==> src/rtl/esl_pkg.sv <==
// Shared types and constants of the error streak and load monitor.
`default_nettype none
package esl_pkg;

	localparam int WINDOW_DEF = 16;

	localparam int IN_W     = 16;
	localparam int MAG_W    = 15;
	localparam int STREAK_W = 8;
	localparam int LOAD_W   = 13;
	localparam int CFG_W    = 15;
	localparam int CFG_IX_W = 2;
	localparam int OUT_W    = 40;

	localparam logic [CFG_IX_W-1:0] CFG_STREAK_LIMIT  = 2'd0;
	localparam logic [CFG_IX_W-1:0] CFG_LOAD_LIMIT    = 2'd1;
	localparam logic [CFG_IX_W-1:0] CFG_MIN_THRESHOLD = 2'd2;

	localparam logic [STREAK_W-1:0] STREAK_LIMIT_RST  = 8'd2;
	localparam logic [LOAD_W-1:0]   LOAD_LIMIT_RST    = 13'd2867;
	localparam logic [MAG_W-1:0]    MIN_THRESHOLD_RST = 15'd410;

	localparam logic [STREAK_W-1:0] STREAK_MAX = 8'd255;
	localparam logic [MAG_W-1:0]    MAG_MAX    = 15'd32767;
	localparam int                  LOAD_MAX   = 4096;

	// floor(x/10) as (x * ceil(2^23/10)) >> 23, exact for x below 2^22
	localparam int                 BNUM_W     = 19;
	localparam int                 RECIP_W    = 20;
	localparam logic [RECIP_W-1:0] BASE_RECIP = 20'd838861;
	localparam int                 BASE_SHIFT = 23;

	typedef enum logic [2:0] {
		ST_IDLE,
		ST_UPD,
		ST_BASE,
		ST_STRK,
		ST_DIV,
		ST_DONE
	} state_t;

endpackage
`default_nettype wire

==> src/rtl/esl_div.sv <==
// Restoring serial divider, one quotient bit per cycle.
`default_nettype none
module esl_div #(
	parameter int DVD_W = 19,
	parameter int DVS_W = 5
) (
	input  wire logic             clk,
	input  wire logic             arst_n,
	input  wire logic             start,
	input  wire logic [DVD_W-1:0] dividend,
	input  wire logic [DVS_W-1:0] divisor,
	output logic                  busy,
	output logic      [DVD_W-1:0] quotient
);
	localparam int CNT_W = $clog2(DVD_W + 1);

	logic [DVD_W-1:0] quo_q;
	logic [DVS_W-1:0] rem_q;
	logic [DVS_W-1:0] dvs_q;
	logic [CNT_W-1:0] cnt_q;
	logic             busy_q;
	logic [DVS_W:0]   trial;
	logic             fits;

	assign trial = {rem_q, quo_q[DVD_W-1]};
	assign fits  = trial >= {1'b0, dvs_q};

	always_ff @(posedge clk or negedge arst_n) begin
		if (!arst_n) begin
			busy_q <= 1'b0;
			cnt_q  <= '0;
		end else if (start) begin
			busy_q <= 1'b1;
			cnt_q  <= CNT_W'(DVD_W);
		end else if (busy_q) begin
			cnt_q <= cnt_q - 1'b1;
			if (cnt_q == CNT_W'(1)) begin
				busy_q <= 1'b0;
			end
		end
	end

	always_ff @(posedge clk) begin
		if (start) begin
			quo_q <= dividend;
			rem_q <= '0;
			dvs_q <= divisor;
		end else if (busy_q) begin
			quo_q <= {quo_q[DVD_W-2:0], fits};
			rem_q <= fits ? DVS_W'(trial - {1'b0, dvs_q}) : trial[DVS_W-1:0];
		end
	end

	assign busy     = busy_q;
	assign quotient = quo_q;
endmodule
`default_nettype wire

==> src/rtl/error_streak_load_monitor.sv <==
// Error streak and load monitor: top level with sequencer, window ring and baseline.
//
// Slave stream s_* takes one signed Q3.12 error sample per word. Master stream
// m_* returns one result word per sample: streak length, window mean load,
// exponential baseline and the error flag.
// The cfg_* port writes streak_limit, load_limit and min_threshold, one
// register per cycle with cfg_we high; write only while the block is idle.
// Each sample passes from acceptance to a loaded result register through
// ring and sum update, the baseline multiply, the streak compare, the serial
// divide of the window sum by the fill count (SUM_W = 15 + log2(WINDOW)
// quotient bits), a step to see the divider finish and the result load.
// s_tready is high only while the sequencer is idle, so a new word is taken
// only after the result of the last one has been loaded.
// The result register parts the two sides: a new sample is accepted while a
// result waits; if the receiver still stalls when the next result is ready,
// the sequencer holds it until m_tready.
// Reset clears pointer, fill count, sum, baseline, streak and the limits to
// their defaults; the ring itself needs no clearing.
`default_nettype none
module error_streak_load_monitor #(
	parameter int WINDOW = esl_pkg::WINDOW_DEF
) (
	input  wire logic                          clk,
	input  wire logic                          arst_n,
	input  wire logic                          s_tvalid,
	output logic                               s_tready,
	input  wire logic [esl_pkg::IN_W-1:0]      s_tdata,   // [15:0] error_value
	output logic                               m_tvalid,
	input  wire logic                          m_tready,
	// [7:0] streak_length, [20:8] load_level, [35:21] baseline_level,
	// [36] error_flag, [39:37] zero
	output logic      [esl_pkg::OUT_W-1:0]     m_tdata,
	input  wire logic                          cfg_we,
	input  wire logic [esl_pkg::CFG_IX_W-1:0]  cfg_index,
	input  wire logic [esl_pkg::CFG_W-1:0]     cfg_data
);
	import esl_pkg::*;

	localparam int PTR_W = (WINDOW > 1) ? $clog2(WINDOW) : 1;
	localparam int CNT_W = $clog2(WINDOW + 1);
	localparam int SUM_W = MAG_W + $clog2(WINDOW);

	state_t state_q, state_d;

	logic [STREAK_W-1:0] streak_limit_q;
	logic [LOAD_W-1:0]   load_limit_q;
	logic [MAG_W-1:0]    min_threshold_q;

	logic [MAG_W-1:0] ring [WINDOW];
	logic [MAG_W-1:0] old_q;
	logic [PTR_W-1:0] ptr_q;
	logic [CNT_W-1:0] fill_q;
	logic [SUM_W-1:0] sum_q;
	logic [MAG_W-1:0] mag_q;
	logic [BNUM_W-1:0] bnum_q;
	logic [MAG_W-1:0] baseline_q;
	logic [STREAK_W-1:0] streak_q;

	logic              out_valid_q;
	logic [OUT_W-1:0]  out_data_q;

	logic [IN_W-1:0]   neg;
	logic [IN_W-1:0]   mag_raw;
	logic [MAG_W-1:0]  mag;
	logic              accept;
	logic              full;
	logic [BNUM_W+RECIP_W-1:0] prod;
	logic              above;
	logic              div_start;
	logic              div_busy;
	logic [SUM_W-1:0]  quot;
	logic [LOAD_W-1:0] load;
	logic              flag;
	logic              out_free;
	logic              out_load;

	assign accept   = s_tvalid && s_tready;
	assign full     = fill_q == CNT_W'(WINDOW);
	assign out_free = !out_valid_q || m_tready;

	assign neg     = ~s_tdata + 1'b1;
	assign mag_raw = s_tdata[IN_W-1] ? neg : s_tdata;
	assign mag     = mag_raw[IN_W-1] ? MAG_MAX : mag_raw[MAG_W-1:0];

	assign prod  = bnum_q * BASE_RECIP;
	assign above = ({2'b00, mag_q, 1'b0} > ({2'b00, baseline_q} + {1'b0, baseline_q, 1'b0}))
		&& (mag_q > min_threshold_q);

	assign load = (quot > SUM_W'(LOAD_MAX)) ? LOAD_W'(LOAD_MAX) : quot[LOAD_W-1:0];
	assign flag = (streak_q >= streak_limit_q) || (load > load_limit_q);

	esl_div #(
		.DVD_W(SUM_W),
		.DVS_W(CNT_W)
	) u_div (
		.clk     (clk),
		.arst_n  (arst_n),
		.start   (div_start),
		.dividend(sum_q),
		.divisor (fill_q),
		.busy    (div_busy),
		.quotient(quot)
	);

	always_comb begin
		state_d = state_q;
		unique case (state_q)
			ST_IDLE: if (s_tvalid) state_d = ST_UPD;
			ST_UPD:  state_d = ST_BASE;
			ST_BASE: state_d = ST_STRK;
			ST_STRK: state_d = ST_DIV;
			ST_DIV:  if (!div_busy) state_d = ST_DONE;
			ST_DONE: if (out_free) state_d = ST_IDLE;
			default: state_d = ST_IDLE;
		endcase
	end

	always_comb begin
		s_tready  = 1'b0;
		div_start = 1'b0;
		out_load  = 1'b0;
		unique case (state_q)
			ST_IDLE: s_tready  = 1'b1;
			ST_STRK: div_start = 1'b1;
			ST_DONE: out_load  = out_free;
			default: ;
		endcase
	end

	always_ff @(posedge clk or negedge arst_n) begin
		if (!arst_n) begin
			state_q <= ST_IDLE;
		end else begin
			state_q <= state_d;
		end
	end

	always_ff @(posedge clk or negedge arst_n) begin
		if (!arst_n) begin
			streak_limit_q  <= STREAK_LIMIT_RST;
			load_limit_q    <= LOAD_LIMIT_RST;
			min_threshold_q <= MIN_THRESHOLD_RST;
		end else if (cfg_we) begin
			unique case (cfg_index)
				CFG_STREAK_LIMIT:  streak_limit_q  <= cfg_data[STREAK_W-1:0];
				CFG_LOAD_LIMIT:    load_limit_q    <= cfg_data[LOAD_W-1:0];
				CFG_MIN_THRESHOLD: min_threshold_q <= cfg_data[MAG_W-1:0];
				default: ;
			endcase
		end
	end

	// ring: old entry read every cycle, stable by the update step
	always_ff @(posedge clk) begin
		old_q <= ring[ptr_q];
		if (state_q == ST_UPD) begin
			ring[ptr_q] <= mag_q;
		end
	end

	always_ff @(posedge clk) begin
		if (accept) begin
			mag_q <= mag;
		end
		if (state_q == ST_UPD) begin
			bnum_q <= BNUM_W'({baseline_q, 3'b000}) + BNUM_W'(baseline_q) + BNUM_W'(mag_q);
		end
	end

	always_ff @(posedge clk or negedge arst_n) begin
		if (!arst_n) begin
			ptr_q      <= '0;
			fill_q     <= '0;
			sum_q      <= '0;
			baseline_q <= '0;
			streak_q   <= '0;
		end else begin
			unique case (state_q)
				ST_UPD: begin
					if (full) begin
						sum_q <= sum_q - SUM_W'(old_q) + SUM_W'(mag_q);
					end else begin
						sum_q  <= sum_q + SUM_W'(mag_q);
						fill_q <= fill_q + 1'b1;
					end
					ptr_q <= (ptr_q == PTR_W'(WINDOW - 1)) ? '0 : ptr_q + 1'b1;
				end
				ST_BASE: baseline_q <= prod[BASE_SHIFT +: MAG_W];
				ST_STRK: begin
					if (!above) begin
						streak_q <= '0;
					end else if (streak_q != STREAK_MAX) begin
						streak_q <= streak_q + 1'b1;
					end
				end
				default: ;
			endcase
		end
	end

	always_ff @(posedge clk or negedge arst_n) begin
		if (!arst_n) begin
			out_valid_q <= 1'b0;
		end else if (out_load) begin
			out_valid_q <= 1'b1;
		end else if (m_tready) begin
			out_valid_q <= 1'b0;
		end
	end

	always_ff @(posedge clk) begin
		if (out_load) begin
			out_data_q <= {3'b000, flag, baseline_q, load, streak_q};
		end
	end

	assign m_tvalid = out_valid_q;
	assign m_tdata  = out_data_q;
endmodule
`default_nettype wire

==> config.mk <==
export PLATFORM = sky130hd
export DESIGN_NAME = error_streak_load_monitor
export DESIGN_NICKNAME = d
export VERILOG_FILES = /design/src/rtl/esl_pkg.sv /design/src/rtl/esl_div.sv /design/src/rtl/error_streak_load_monitor.sv
export SDC_FILE = /design/constraint.sdc
export NUM_CORES = 1
export LEC_CHECK = 0
export ABC_AREA = 1
export BUFFER_PORTS_ARGS = -buffer_cell sky130_fd_sc_hd__buf_2
export CAP_MARGIN = 20
export CORE_MARGIN = 1
export CORE_UTILIZATION = 31
export CTS_BUF_LIST = sky130_fd_sc_hd__clkbuf_16
export CTS_CLUSTER_SIZE = 8
export DETAILED_ROUTE_END_ITERATION = 10
export SLEW_MARGIN = 30
export SYNTH_ARGS = -nofsm -noshare
export SYNTH_HDL_FRONTEND = slang
export SYNTH_HIERARCHICAL = 1
export SYNTH_SLANG_ARGS = --single-unit
==> constraint.sdc <==
create_clock -name clk -period 7.1 [get_ports clk]
set_input_delay 1.065 -clock clk [delete_from_list [all_inputs] [get_ports clk]]
set_output_delay 1.065 -clock clk [all_outputs]
set_load 0.02 [all_outputs]
==> results of run 1 <==
routing by layer:
layer	GRT usage, %	vias up
met4	4.63	0
met5	0	-
met1	22.2	10145
met3	2.50	109
met2	26.3	499
li1	-	10334
flip-flops by register name (all words and copies together), names as in the netlist, 8 cells and up:
signal and flops:
u_div/quotient 19, m_tdata 37, streak_limit_q 8, ring 240, sum_q 19, baseline_q 15, min_threshold_q 15, streak_q 8
load_limit_q 13, bnum_q 19, old_q 15, mag_q 15
worst max path at each step:
stage,endpoint,slack [ps],depth (start not counted)
final,baseline_q[12],1720,20
after global routing,baseline_q[9],1320,22
after CTS,baseline_q[12],1710,20
after detailed placement,baseline_q[12],1760,20
after global placement,baseline_q[12],1850,20
after floorplan,baseline_q[9],2130,21
area by class of cell:
cell class	count	area (µm²)	share of cell area (%)
sequential	452	12900	39.3
timing repair buffer	112	653	1.99
clock buffer	68	1700	5.18
multi-input combinational	2018	13800	42.2
tap	1243	1560	4.74
clock inverter	46	328	0.998
inverter	491	1840	5.62
cells in the final DEF, fill, tap and decap left out, types with 40 or more instances in the layout:
master	Yosys	routed
nor2_1	276	267
dfrtp_1	84	83
fa_1	130	130
o21ai_1	40	40
o22ai_1	62	62
ha_1	270	270
inv_1	479	513
a21oi_1	144	144
nand3_1	89	88
clkbuf_16	0	68
o21ai_0	228	228
buf_2	7	75
edfxtp_1	335	335
nand2_1	536	536
worst reg2reg max path, stage by stage, from the launching register on:
cell	delay, ps
edfxtp_1	400
inv_1	60
ha_1	340
fa_1	520
inv_1	80
fa_1	570
fa_1	550
fa_1	560
inv_1	60
fa_1	540
inv_1	50
ha_1	370
a21oi_1	210
o21a_1	160
a21boi_1	280
o21ai_0	130
nor2_1	140
o21ai_0	100
nand2_1	60
nand3_1	80
nand2_1	70
metrics by stage:
| step | std cells | util, % | hold WS [ps] |
|---|---|---|---|
| floorplan | 3029 | - | 425 |
| global placement | 4316 | 33.5 | 435 |
| detailed placement | 4316 | 33.5 | 450 |
| CTS | 4430 | 35.7 | 452 |
| global route | 4430 | 35.7 | 472 |
| finish | 4430 | 35.7 | 451 |
kinds of logic after synthesis:
family	count (synthesis)
other	1
AO/OA/AOI/OAI	535
adder cells (fa/ha/maj)	400
XOR/XNOR	58
flip-flops	452
AND/OR/NAND/NOR	1022
buffers and inverters	559
==> results.txt, run 1 <==
Yosys cell types: 63
Commonest cells post-synth: nand2_1, inv_1, edfxtp_1
Clock Latency Late Sink: 620 ps
number of global-route vias before repair: 21.0k
Sum Neg Setup Slack: 0 ps
Cells after Synth: 3027
first-pass GRT wire length: 118000 µm
Worst setup SP type: flip-flop
Crit-path slowest cell: fa_1
Port Buf Inserts: 76
H-tree level count: 3
ys async rst share: 21.5%
Final Slew Violations: 0
FF-to-FF End: baseline_q[12]
Yosys top cell area share: 34.9%
worst setup path startpoint: bnum_q[11]
clk sink count: 452
WL met3: 3960 µm
Final Hold Fails: 0
Worst EP required: 7650 ps
Synth Area in Compound Gates: 10.2%
Clock transition at path regs: 50 ps
skew final: 25.6 ps
crit path cell chain: inv_1, ha_1, fa_1, inv_1, fa_1, fa_1, fa_1, inv_1, fa_1, inv_1, ha_1, a21oi_1, o21a_1, a21boi_1, o21ai_0, nor2_1, o21ai_0, nand2_1, nand3_1, nand2_1
crit path buf inv count: 4
post-route cell area: 32800 µm²
relative slew slack: 35.9%
Synth area leaders: edfxtp_1, ha_1, fa_1
Layout Nets: 3580
max incr delay on CP: 570 ps
DR iter-0 viols: 1453
largest family of logic cells by synthesized area: adder cells
postcts setup bufs: 0
die area: 94200 µm²
Filler cells: 9379
area delta synth->final: 13.9%
final count of negative-setup-slack endpoints: 0
Netlist Area Pre-Place: 28800 µm²
share of layout cells above drive strength 1: 8.44%
R2R Setup Slk: 1720 ps
Tcrit/Tclk final: 75.8%
Die H: 307 µm
Critical Path Sink Type: flip-flop
Post-DRT Antenna Nets: 0
crit path kind: reg -> reg
WL met1: 34200 µm
Final min period: 5380 ps
most frequent cell on the critical path: fa_1
Post-route DRC: 0
# Max-Cap Violations: 0
worst setup margin: 1720 ps
initial core utilization: 31.3%
met2 wire length: 35000 µm
top sig layer: met4
Resized Gates After CTS: 0
via/cell ratio: 4.76
die width: 307 µm
Ys Warns: 6
largest net degree at the start of global routing: 78
RR Startpoint: bnum_q[11]
sequential area share after synthesis: 44.8%
Synth area leader: edfxtp_1
antenna violations before repair: 2
most common cell in the netlist: nand2_1
Crit Path Max Fanout: 5
synthesis-stage register bit count: 452
actual slew at the worst max-slew pin: 960 ps
Ant. Diodes: 0
TritonCTS Buffers: 67
Adder-Cell Fraction of Synth Area: 20.8%
most frequently used flop master after synthesis: edfxtp_1
drt pass-1 iters: 5
Hold Buf Count CTS: 0
Placer Congestion: 0.925
status: finished clean
post-DP HPWL: 55900 µm
Core Rows: 111
DR WL/cell: 17.0 µm
RSZ-0062 raised after global routing: no
f_max: 186 MHz
via count: 21.1k
number of I/O pins: 80
simple logic cell fraction of the synthesized area: 15.1%
Synth Area in XOR/XNOR: 1.76%
TritonCTS clock tree: yes
routed wire length: 75100 µm
GRT Util Overall: 16.2%
grt ovf: 0
pre-CTS setup slack: 1760 ps
clk buf depth: 3
mux share of post-synthesis cell area: 0%
R2R cell count: 20
placed cell area: 30800 µm²
Root Buffer: clkbuf_16
core area: 91900 µm²
number of flops mapped to enable cells by yosys: 335
Crit path arrival time: 5930 ps
Hold Path Class: in -> async
Top delay family on crit path: adder cells
Mean Syn Cell Area: 9.52 µm²
Power of run 1 is not shown: default switching activity piles up to over one toggle a cycle in this logic, so the estimate is an artifact.
==> inputs of run 2 (changes only) <==
Clock period 7.1 ns to 5.5 ns, I/O delays scaled along.
==> run 2 against run 1 <==
Die area did not move. Routed wire length down 0.66%. Flip-flop and latch count unchanged. Global-route usage decreased by 0.24 points. Largest cell class unchanged. Utilization grew 0.090 points. Fmax is 2.4% higher. Design area up 0.25%. Register-to-register slack lost 1500 ps. Final cell count up 0.11%. Critical path depth did not move. Critical path type unchanged. Sequential share of layout area fell by 0.099 points. Non-clock buffer count increased by 11.
==> results.txt, run 2 (synthesized netlist as in run 1, its figures left out) <==
TritonCTS Buffers: 66 (was 67)
Crit-path slowest cell: fa_1 (unchanged)
Multi-input gate area: 13900 µm² (was 13800 µm²)
f_max: 190 MHz (was 186 MHz)
post-route cell area: 32900 µm² (was 32800 µm²)
Final Hold Fails: 0 (unchanged)
Post-DRT Antenna Nets: 0 (unchanged)
fin cells: 4435 (was 4430)
Die H: 307 µm (unchanged)
Crit path arrival time: 5750 ps (was 5930 ps)
most frequent cells in the layout: nand2_1, inv_1, edfxtp_1, nor2_1, ha_1 (was nand2_1, inv_1, edfxtp_1, ha_1, nor2_1)
Crit Path Max Fanout: 3 (was 5)
Largest Register: ring (unchanged)
Root Buffer: clkbuf_16 (unchanged)
placed cell area: 30800 µm² (about the same)
die area: 94200 µm² (unchanged)
clk buf depth: 3 (unchanged)
crit path cell chain: ha_4, inv_1, fa_1, inv_1, fa_1, fa_1, fa_1, inv_1, fa_1, inv_1, ha_1, nand2_1, nand2_1, a31oi_1, nor2_1, nor2_1, o21a_1, nand3_1, nand3_1, nand2_1 (was inv_1, ha_1, fa_1, inv_1, fa_1, fa_1, fa_1, inv_1, fa_1, inv_1, ha_1, a21oi_1, o21a_1, a21boi_1, o21ai_0, nor2_1, o21ai_0, nand2_1, nand3_1, nand2_1)
pre-CTS setup slack: 184 ps (was 1760 ps)
placed cells: 4324 (was 4316)
Hold Path Class: in -> async (unchanged)
max incr delay on CP: 610 ps (was 570 ps)
crit path buf inv count: 4 (unchanged)
status: finished clean (unchanged)
routed wire length: 74600 µm (was 75100 µm)
grt ovf: 0 (unchanged)
Core Rows: 111 (unchanged)
TritonCTS clock tree: yes (unchanged)
Worst setup SP type: flip-flop (unchanged)
Clock Latency Late Sink: 620 ps (about the same)
DR WL/cell: 16.8 µm (was 17.0 µm)
post-DP HPWL: 55500 µm (was 55900 µm)
GRT Util Overall: 15.9% (was 16.2%)
Sum Neg Setup Slack: 0 ps (unchanged)
Placer Congestion: 0.922 (was 0.925)
actual slew at the worst max-slew pin: 938 ps (was 960 ps)
relative slew slack: 37.4% (was 35.9%)
via/cell ratio: 4.73 (was 4.76)
Top delay family on crit path: adder cells (unchanged)
die width: 307 µm (unchanged)
number of global-route vias before repair: 21.0k (about the same)
Layout Nets: 3590 (was 3580)
skew final: 25.1 ps (was 25.6 ps)
Tcrit/Tclk final: 95.6% (was 75.8%)
Post-route DRC: 0 (unchanged)
Clock transition at path regs: 60 ps (was 50 ps)
Worst EP required: 5990 ps (was 7650 ps)
Reg area: 12900 µm² (unchanged)
worst setup margin: 240 ps (was 1720 ps)
via count: 21.0k (was 21.1k)
Port Buf Inserts: 76 (unchanged)
core area: 91900 µm² (unchanged)
Critical Path Sink Type: flip-flop (unchanged)
antenna violations before repair: 3 (was 2)
most frequent cell on the critical path: fa_1 (unchanged)
DR iter-0 viols: 1599 (was 1453)
first-pass GRT wire length: 116000 µm (was 118000 µm)
Final min period: 5260 ps (was 5380 ps)
drt pass-1 iters: 7 (was 5)
share of layout cells above drive strength 1: 9.15% (was 8.44%)
Filler cells: 9345 (was 9379)
final count of negative-setup-slack endpoints: 0 (unchanged)
# Max-Cap Violations: 0 (unchanged)
crit path kind: reg -> reg (unchanged)
largest net degree at the start of global routing: 110 (was 78)
H-tree level count: 3 (unchanged)
max reg flops: 240 (unchanged)
area delta synth->final: 14.2% (was 13.9%)
most common cell after layout, fill and taps aside: nand2_1 (unchanged)
clk sink count: 452 (unchanged)
Final Slew Violations: 0 (unchanged)
number of I/O pins: 80 (unchanged)
initial core utilization: 31.3% (unchanged)
==> run 2: cell count changes in the layout (fill, tap and decap cells not counted), sizes merged <==
cell / before / now
bufinv: 1 / 0
diode: 0 / 1
inv: 528 / 524
clkinv: 8 / 6
buf: 112 / 123
==> run 2: final cells by class <==
cell class                      count  share of cell area, %
Antenna cell                        1                0.00760
Clock buffer                       68                   5.17
Clock inverter                     39                  0.730
Inverter                          491                   5.60
Multi-Input combinational cell   2018                   42.3
Sequential cell                   452                   39.2
Tap cell                         1243                   4.72
Timing Repair Buffer              123                   2.25
==> run 2: stage by stage <==
step                hold WS [ps]  util [%]
floorplan                    425         -
global placement             434      33.5
detailed placement           439      33.6
CTS                          326      35.7
global route                 360      35.8
finish                       294      35.8
==> run 2: path summary, 6_finish.rpt <==
| path | to | slack [ps] | cells after the start | start |
|---|---|---|---|---|
| hold / removal | m_tvalid | 290 | 1 | arst_n |
| hold reg to reg | u_div/dvs_q[3] | 460 | 0 | fill_q[3] |
| setup / recovery | baseline_q[11] | 240 | 20 | bnum_q[5] |
| setup reg to reg | baseline_q[11] | 240 | 20 | bnum_q[5] |
| min in group clk | u_div/dvs_q[3] | 460 | 0 | fill_q[3] |
| max in group asynchronous | baseline_q[9] | 4110 | 2 | arst_n |
==> run 2: routing by layer <==
layer,wire (µm),track usage (%),vias up
li1,-,-,10369
met5,11,0,-
met3,3720,2.28,115
met1,34300,21.7,10003
met4,1800,4.83,2
met2,34800,26.0,488
==> run 2: what timing repair did <==
| item | in CTS | in global routing |
|---|---|---|
| hold buffers | 0 | 0 |
| resized for setup | 0 | 24 |
| endpoints found under the setup margin | 0 | 13 |
| buffers inserted | 0 | 3 |
==> run 2: worst register-to-register path, cell delays in order, from the launching register on <==
cell	delay, ps
edfxtp_1	460
ha_4	310
inv_1	50
fa_1	610
inv_1	90
fa_1	550
fa_1	460
fa_1	540
inv_1	50
fa_1	570
inv_1	60
ha_1	330
nand2_1	70
nand2_1	60
a31oi_1	270
nor2_1	70
nor2_1	200
o21a_1	160
nand3_1	80
nand3_1	80
nand2_1	50
Power of run 2 is left out for the same reason.
